==> config.mk <==
export PLATFORM = sky130hd
export DESIGN_NAME = stereo_three_band_enhancer
export DESIGN_NICKNAME = d
export VERILOG_FILES = /design/src/design/stbe_pkg.sv /design/src/design/stereo_three_band_enhancer.sv
export SDC_FILE = /design/constraint.sdc
export NUM_CORES = 2
export LEC_CHECK = 0
export BUFFER_PORTS_ARGS = -buffer_cell sky130_fd_sc_hd__buf_4
export CAP_MARGIN = 25
export CORE_AREA = 2 2 268 270
export DETAILED_ROUTE_END_ITERATION = 16
export DIE_AREA = 0 0 270 272
export GPL_ROUTABILITY_DRIVEN = 0
export PLACE_DENSITY = 0.85
export SETUP_SLACK_MARGIN = 0.05
export SLEW_MARGIN = 20
export SYNTH_ARGS = -nofsm -noshare
export SYNTH_HDL_FRONTEND = slang
export SYNTH_SLANG_ARGS = --single-unit
export TNS_END_PERCENT = 100
==> constraint.sdc <==
create_clock -name clk -period 10.2 [get_ports clk]
set_input_delay 2.04 -clock clk [delete_from_list [all_inputs] [get_ports clk]]
set_output_delay 2.04 -clock clk [all_outputs]
set_load 0.05 [all_outputs]
==> src/design/stbe_pkg.sv <==
`timescale 1ns / 1ps
`default_nettype none

package stbe_pkg;

  // Configuration register map, one 32-bit word per register.
  localparam int unsigned ADDR_W = 5;
  localparam int unsigned DATA_W = 32;
  localparam int unsigned COEF_W = 16;

  typedef logic [2:0] reg_idx_t;

  localparam reg_idx_t REG_LOW_POLE  = 3'd0;
  localparam reg_idx_t REG_HIGH_POLE = 3'd1;
  localparam reg_idx_t REG_LOW_GAIN  = 3'd2;
  localparam reg_idx_t REG_HIGH_GAIN = 3'd3;
  localparam reg_idx_t REG_OUT_GAIN  = 3'd4;

  localparam logic [COEF_W-1:0] LOW_POLE_RST  = 16'd63985;
  localparam logic [COEF_W-1:0] HIGH_POLE_RST = 16'd48812;
  localparam logic [COEF_W-1:0] LOW_GAIN_RST  = 16'd6936;
  localparam logic [COEF_W-1:0] HIGH_GAIN_RST = 16'd6936;
  localparam logic [COEF_W-1:0] OUT_GAIN_RST  = 16'd2898;

  // Smoother state carries this many fraction bits beyond the sample.
  localparam int unsigned EXTRA_FRAC = 8;

  typedef struct packed {
    logic [COEF_W-1:0] low_pole;
    logic [COEF_W-1:0] high_pole;
    logic [COEF_W-1:0] low_gain;
    logic [COEF_W-1:0] high_gain;
    logic [COEF_W-1:0] out_gain;
  } coef_t;

endpackage

`default_nettype wire

==> src/design/stereo_three_band_enhancer.sv <==
`timescale 1ns / 1ps
`default_nettype none
// A single shared multiplier runs five products per channel over a 7-step
// sequence, left channel then right. A new stereo word is accepted only after
// the previous result has been loaded into the output register.
// Reset (synchronous, active high) clears the smoothers and the handshake state
// and loads the default poles and gains.
module stereo_three_band_enhancer #(
  parameter int SAMPLE_WIDTH = 16
) (
  input  wire                             clk,
  input  wire                             rst,
  input  wire                             psel,
  input  wire                             penable,
  input  wire                             pwrite,
  input  wire  [stbe_pkg::ADDR_W-1:0]     paddr,
  input  wire  [stbe_pkg::DATA_W-1:0]     pwdata,
  output logic [stbe_pkg::DATA_W-1:0]     prdata,
  output logic                            pready,
  input  wire                             in_valid,
  output logic                            in_ready,
  input  wire  signed [SAMPLE_WIDTH-1:0]  left_sample,
  input  wire  signed [SAMPLE_WIDTH-1:0]  right_sample,
  output logic                            out_valid,
  input  wire                             out_ready,
  output logic signed [SAMPLE_WIDTH-1:0]  left_out,
  output logic signed [SAMPLE_WIDTH-1:0]  right_out
);
  import stbe_pkg::*;

  localparam int W   = SAMPLE_WIDTH;
  localparam int SW  = W + EXTRA_FRAC;     // smoother state
  localparam int AW  = SW + 8;             // multiplier data operand
  localparam int BW  = COEF_W + 1;         // multiplier coefficient operand
  localparam int PW  = AW + BW;            // product
  localparam int ACW = SW + 19;            // band mix accumulator
  localparam int YW  = PW - 20;            // output before clipping

  localparam logic signed [PW-1:0]  RND16   = {{(PW-16){1'b0}}, 16'h8000};
  localparam logic signed [PW-1:0]  RND20   = {{(PW-20){1'b0}}, 20'h80000};
  localparam logic signed [ACW-1:0] ACC_RND = {{(ACW-12){1'b0}}, 12'h800};
  localparam logic signed [YW-1:0]  Y_MAX   = {{(YW-W+1){1'b0}}, {(W-1){1'b1}}};
  localparam logic signed [YW-1:0]  Y_MIN   = {{(YW-W+1){1'b1}}, {(W-1){1'b0}}};

  localparam logic [2:0] STEP_LO_MUL = 3'd0;
  localparam logic [2:0] STEP_HI_MUL = 3'd1;
  localparam logic [2:0] STEP_LG_MUL = 3'd2;
  localparam logic [2:0] STEP_HG_MUL = 3'd3;
  localparam logic [2:0] STEP_HG_ACC = 3'd4;
  localparam logic [2:0] STEP_OG_MUL = 3'd5;
  localparam logic [2:0] STEP_OUT    = 3'd6;

  typedef enum logic [1:0] {ST_IDLE, ST_RUN, ST_FINISH} state_t;

  state_t   state;
  logic [2:0] step;
  logic     ch;
  coef_t    coef;

  logic signed [W-1:0]   lsamp, rsamp;
  logic signed [SW-1:0]  lo_st [2];
  logic signed [SW-1:0]  hi_st [2];
  logic signed [PW-1:0]  prod;
  logic signed [ACW-1:0] acc;
  logic signed [W-1:0]   res_l;
  logic signed [W-1:0]   y_sat_r;

  logic signed [W-1:0]    x_cur;
  logic signed [SW-1:0]   x8;
  logic signed [SW-1:0]   lo_cur, hi_cur;
  logic signed [SW:0]     diff_lo, diff_hi, hi_band, mid_band;
  logic signed [ACW-13:0] mix_m;
  logic signed [AW-1:0]   mul_a;
  logic signed [BW-1:0]   mul_b;
  logic signed [PW-1:0]   mul_p;
  logic signed [PW-1:0]   prod_r16, prod_r20;
  logic signed [SW:0]     smooth_new;
  logic signed [YW-1:0]   y_full;
  logic signed [W-1:0]    y_sat;
  logic                   cfg_wr, in_fire, out_load;
  reg_idx_t               cfg_idx;

  // Configuration port.
  assign pready  = 1'b1;
  assign cfg_idx = paddr[4:2];
  assign cfg_wr  = psel && penable && pwrite && pready;

  always_ff @(posedge clk) begin
    if (rst) begin
      coef.low_pole  <= LOW_POLE_RST;
      coef.high_pole <= HIGH_POLE_RST;
      coef.low_gain  <= LOW_GAIN_RST;
      coef.high_gain <= HIGH_GAIN_RST;
      coef.out_gain  <= OUT_GAIN_RST;
    end else if (cfg_wr) begin
      case (cfg_idx)
        REG_LOW_POLE:  coef.low_pole  <= pwdata[COEF_W-1:0];
        REG_HIGH_POLE: coef.high_pole <= pwdata[COEF_W-1:0];
        REG_LOW_GAIN:  coef.low_gain  <= pwdata[COEF_W-1:0];
        REG_HIGH_GAIN: coef.high_gain <= pwdata[COEF_W-1:0];
        REG_OUT_GAIN:  coef.out_gain  <= pwdata[COEF_W-1:0];
        default: ;
      endcase
    end
  end

  always_comb begin
    case (cfg_idx)
      REG_LOW_POLE:  prdata = {{(DATA_W-COEF_W){1'b0}}, coef.low_pole};
      REG_HIGH_POLE: prdata = {{(DATA_W-COEF_W){1'b0}}, coef.high_pole};
      REG_LOW_GAIN:  prdata = {{(DATA_W-COEF_W){1'b0}}, coef.low_gain};
      REG_HIGH_GAIN: prdata = {{(DATA_W-COEF_W){1'b0}}, coef.high_gain};
      REG_OUT_GAIN:  prdata = {{(DATA_W-COEF_W){1'b0}}, coef.out_gain};
      default:       prdata = '0;
    endcase
  end

  // Datapath around the shared multiplier.
  assign in_ready = (state == ST_IDLE);
  assign in_fire  = in_valid && in_ready;
  assign out_load = (state == ST_FINISH) && (!out_valid || out_ready);

  assign x_cur  = ch ? rsamp : lsamp;
  assign x8     = {x_cur, {EXTRA_FRAC{1'b0}}};
  assign lo_cur = lo_st[ch];
  assign hi_cur = hi_st[ch];

  assign diff_lo  = {lo_cur[SW-1], lo_cur} - {x8[SW-1], x8};
  assign diff_hi  = {hi_cur[SW-1], hi_cur} - {x8[SW-1], x8};
  assign hi_band  = {x8[SW-1], x8} - {hi_cur[SW-1], hi_cur};
  assign mid_band = {hi_cur[SW-1], hi_cur} - {lo_cur[SW-1], lo_cur};
  assign mix_m    = acc[ACW-1:12];

  always_comb begin
    unique case (step)
      STEP_LO_MUL: begin
        mul_a = AW'(diff_lo);
        mul_b = {1'b0, coef.low_pole};
      end
      STEP_HI_MUL: begin
        mul_a = AW'(diff_hi);
        mul_b = {1'b0, coef.high_pole};
      end
      STEP_LG_MUL: begin
        mul_a = AW'(lo_cur);
        mul_b = {1'b0, coef.low_gain};
      end
      STEP_HG_MUL: begin
        mul_a = AW'(hi_band);
        mul_b = {1'b0, coef.high_gain};
      end
      STEP_OG_MUL: begin
        mul_a = AW'(mix_m);
        mul_b = {1'b0, coef.out_gain};
      end
      default: begin
        mul_a = '0;
        mul_b = '0;
      end
    endcase
  end

  assign mul_p = PW'(mul_a) * PW'(mul_b);

  // The smoother update is x8 + round(p * (state - x8)); this is exact mod 2^(SW+1).
  assign prod_r16   = prod + RND16;
  assign smooth_new = {x8[SW-1], x8} + prod_r16[SW+16:16];

  assign prod_r20 = prod + RND20;
  assign y_full   = prod_r20[PW-1:20];

  always_comb begin
    if (y_full > Y_MAX) begin
      y_sat = Y_MAX[W-1:0];
    end else if (y_full < Y_MIN) begin
      y_sat = Y_MIN[W-1:0];
    end else begin
      y_sat = y_full[W-1:0];
    end
  end

  always_ff @(posedge clk) begin
    if (in_fire) begin
      lsamp <= left_sample;
      rsamp <= right_sample;
    end
    prod <= mul_p;
    if (state == ST_RUN) begin
      if (step == STEP_HG_MUL) begin
        acc <= prod[ACW-1:0] + (ACW'(mid_band) <<< 12) + ACC_RND;
      end else if (step == STEP_HG_ACC) begin
        acc <= acc + prod[ACW-1:0];
      end
      if (step == STEP_OUT && !ch) begin
        res_l <= y_sat;
      end
    end
    if (out_load) begin
      left_out  <= res_l;
      right_out <= y_sat_r;
    end
  end

  // Right result is held until the output slot frees up.
  always_ff @(posedge clk) begin
    if (state == ST_RUN && step == STEP_OUT && ch) begin
      y_sat_r <= y_sat;
    end
  end

  // Sequencer.
  always_ff @(posedge clk) begin
    if (rst) begin
      state     <= ST_IDLE;
      step      <= STEP_LO_MUL;
      ch        <= 1'b0;
      out_valid <= 1'b0;
      for (int i = 0; i < 2; i++) begin
        lo_st[i] <= '0;
        hi_st[i] <= '0;
      end
    end else begin
      if (out_load) begin
        out_valid <= 1'b1;
      end else if (out_ready) begin
        out_valid <= 1'b0;
      end
      unique case (state)
        ST_IDLE: begin
          step <= STEP_LO_MUL;
          ch   <= 1'b0;
          if (in_fire) begin
            state <= ST_RUN;
          end
        end
        ST_RUN: begin
          if (step == STEP_HI_MUL) begin
            lo_st[ch] <= smooth_new[SW-1:0];
          end
          if (step == STEP_LG_MUL) begin
            hi_st[ch] <= smooth_new[SW-1:0];
          end
          if (step == STEP_OUT) begin
            step <= STEP_LO_MUL;
            ch   <= ~ch;
            if (ch) begin
              state <= ST_FINISH;
            end
          end else begin
            step <= step + 3'd1;
          end
        end
        ST_FINISH: begin
          if (out_load) begin
            state <= ST_IDLE;
          end
        end
        default: state <= ST_IDLE;
      endcase
    end
  end

  a_busy_after_accept: assert property (@(posedge clk) disable iff (rst)
    in_fire |=> !in_ready)
    else $error("block ready right after accepting a word");

  a_idle_sequencer: assert property (@(posedge clk) disable iff (rst)
    (state == ST_IDLE) |-> (step == STEP_LO_MUL && !ch))
    else $error("sequencer not parked while idle");

  a_finish_delivers: assert property (@(posedge clk) disable iff (rst)
    (state == ST_FINISH && !out_valid) |=> (out_valid && state == ST_IDLE))
    else $error("finished word not handed to the output register");

  a_smoothers_hold: assert property (@(posedge clk) disable iff (rst)
    (state == ST_IDLE && $past(state == ST_IDLE))
      |-> ($stable(lo_st[0]) && $stable(hi_st[1])))
    else $error("smoother state changed while idle");

endmodule

`default_nettype wire
==> key figures <==
Clocking
  – TritonCTS clock tree: yes
  – Root Buffer: clkbuf_16
  – # hold bufs at CTS: 0
  – Deepest clock path buffer count: 3
  – Clk slew on worst S/H paths: 70 ps
  – CTS Buf Count: 36
  – Worst skew pair latency: 570 ps
  – Sink Count: 372
  – H-tree depth: 2

Drt
  – Initial DRC count: 3,929
  – Routed Wire Length: 114,400 µm
  – Antenna Nets Post-Route: 0
  – Via Count: 34,520
  – Remaining DRCs: 0
  – Average wire per standard cell: 20.05 µm
  – Via/cell ratio: 6.052
  – DRT Pass-1 Iters: 7

Floorplanning
  – Die height: 272 µm
  – Core ar.: 70,750 µm²
  – I/O pin count: 143
  – Initial Util: 0.5839
  – Die Area: 73,440 µm²
  – Die width: 270 µm
  – # rows: 98

Setup path
  – Worst Path Arrival: 10,450 ps
  – Slowest stage cell on the critical path: fa_1
  – Crit start category: register
  – Crit-path max cell delay: 560 ps
  – CP Capture Type: register
  – Crit path top cell by count: fa_1
  – Setup CP Type: register to register
  – Worst-path fanout max: 7
  – Critical Path RT: 10,660 ps

Global route
  – Initial antenna violation count: 1
  – GR Util All Layers: 0.3089
  – Aggregate global routing overflow: 0
  – Vias in the first global route: 34,890
  – Largest net degree at the start of global routing: 93
  – First-pass GRT wire length: 181,500 µm

Timing
  – Final Cycle Share: 0.9799
  – Fin. max-slew vios: 0
  – Worst-Margin Slew: 1215 ps
  – Clk_skew: 24.11 ps
  – Final Setup Violations: 0
  – Hold Fails Final Rpt: 0
  – Fmax: 100.1 MHz
  – Final min period: 9995 ps
  – Slew headroom: 0.1815

Logic synthesis
  – Synth cell types: 87
  – Synth Area per Inst: 8.911 µm²
  – Biggest area consumer among synthesized cells: fa_1
  – Synth top area share: 0.2350
  – Synthesized area: 41,310 µm²
  – Seq cells post-synth: 372
  – Async SR Flop Fraction: 0
  – Post-synth EDFFs: 235
  – Most frequent cell after synthesis: inv_1
  – Main flop type after synthesis: edfxtp_1
  – Seq/Total Area, Yosys: 0.2372
  – Post-synth top cells: inv_1, nand2_1, fa_1
  – Ranking of synthesized cells by area: fa_1, edfxtp_1, ha_1
  – Synthesis Warnings: 0
  – Post-Syn Instances: 4,636

Finish
  – Share of cells above drive strength 1: 0.09047
  – Area growth syn-to-layout: 9.349%
  – Fin nets: 5,564
  – Non-filler cells, final: 5,703
  – Fillcell total: 5,455
  – Final non-filler cell area: 45,180 µm²
  – Inserted Diodes: 0

Placed design
  – Buffers added on ports: 107
  – Placed insts: 5,616
  – Detailed Place HPWL: 88,050 µm
  – Placed inst area: 43,470 µm²

Hold path
  – HP Class: register to register

Run
  – Total of max-cap violations: 0

Run status
  – Status: completed
## final timing paths
path                                          from  slack (ps)  cells past startpoint               endpoint
worst max-delay path                      register         210                     38       prod[47]$_DFF_P_
worst min-delay path            res_l[1]$_DFFE_PP_         390                      0  left_out[1]$_DFFE_PP_
worst max register to register            register         210                     38       prod[47]$_DFF_P_
worst min register to register  res_l[1]$_DFFE_PP_         390                      0  left_out[1]$_DFFE_PP_
## flip-flops by register name, indices dropped and copies added (netlist names), 3 cells and up, named ones only
register,flops
acc,43
coef,80
hi_st,48
left_out,16
lo_st,48
lsamp,16
prod,49
res_l,16
right_out,16
rsamp,16
step,3
y_sat_r,16
## cells by family after synthesis
| group | Yosys count | share of synthesized area |
|---|---|---|
| and+or+nand+nor | 1437 | 0.1562 |
| adders and majority gates | 763 | 0.3192 |
| DFF | 372 | 0.2372 |
| other | 2 | 0.0001818 |
| muxes | 113 | 0.02777 |
| AOI/OAI and AO/OA | 829 | 0.1295 |
| xor gates and xnor gates | 216 | 0.04579 |
| buffers and inverters | 904 | 0.08419 |
## cell usage in the layout (no fill, tap or decap), types with 14 or more instances in the layout
cell type | synthesis | final
a22oi_1 | 28 | 28
nand2b_1 | 35 | 35
a211o_1 | 18 | 17
xor2_1 | 78 | 78
nor2b_1 | 79 | 76
o31ai_1 | 22 | 20
nand3_1 | 68 | 66
nand3b_1 | 36 | 36
o21ai_1 | 4 | 14
a21o_1 | 96 | 96
nor3_1 | 55 | 54
clkbuf_16 | 0 | 38
a211oi_1 | 23 | 22
a21oi_2 | 7 | 14
nand4_1 | 25 | 25
or2_2 | 17 | 17
o22ai_1 | 26 | 26
a21oi_1 | 241 | 230
o21bai_1 | 28 | 28
buf_4 | 19 | 241
a31oi_1 | 34 | 33
xnor2_1 | 138 | 138
conb_1 | 2 | 17
and3_1 | 26 | 24
dfxtp_1 | 137 | 132
o21a_1 | 33 | 33
nor2_1 | 377 | 372
edfxtp_1 | 235 | 235
ha_1 | 278 | 270
nand2_1 | 612 | 610
mux2i_1 | 100 | 90
fa_1 | 485 | 483
inv_1 | 686 | 685
and2_1 | 65 | 65
o21ai_0 | 160 | 148
## per-stage QoR
| stage | util | TNS [ps] | hold WS (ps) | worst slack (ps) |
|---|---|---|---|---|
| floorplan | - | 0 | 400.3 | 138.3 |
| global placement | 0.6137 | 0 | 401.1 | 180.3 |
| detailed placement | 0.6144 | -125.5 | 407.9 | -69.96 |
| CTS | 0.6321 | 0 | 392.2 | 82.87 |
| global route | 0.6385 | -442.2 | 415.0 | -157.3 |
| finish | 0.6385 | 0 | 393.4 | 205.3 |
## worst max-delay path: cells and delay by family, from the launching register on
kind            cells  cell delay [ps]
xor+xnor            1              170
mux                 1              390
flops               1              420
compound gates     13             3410
buf+inv             8              830
fa+ha+maj           8             3650
simple gates        7             1000
## layer usage
metal / global-route usage / wire length, µm / share of wire
met5: 0 / 0 / 0
met4: 0.1836 / 7988 / 0.070
met3: 0.05836 / 11100 / 0.097
met2: 0.5035 / 53600 / 0.47
met1: 0.3849 / 41660 / 0.36
## cell type report
type                    instances  area, µm²  area share
clock buffers                  48      998.5     0.02210
inverters                     688       2582     0.05717
clock inverters                18      183.9    0.004071
repair buffers                252       1976     0.04373
flip-flops and latches        372       9811      0.2172
well taps                     950       1189     0.02631
multi-input cells            3375      28440      0.6295
## what timing repair did
item                       CTS  global route
buffers inserted             1            17
setup endpoints to repair    5            13
gates cloned                 0             0
pin swaps                    1            22
gates resized for setup     13            80
Power is left out: the tool's default activity adds up to more than one toggle a clock period on the data nets, which glitch-free logic cannot reach.
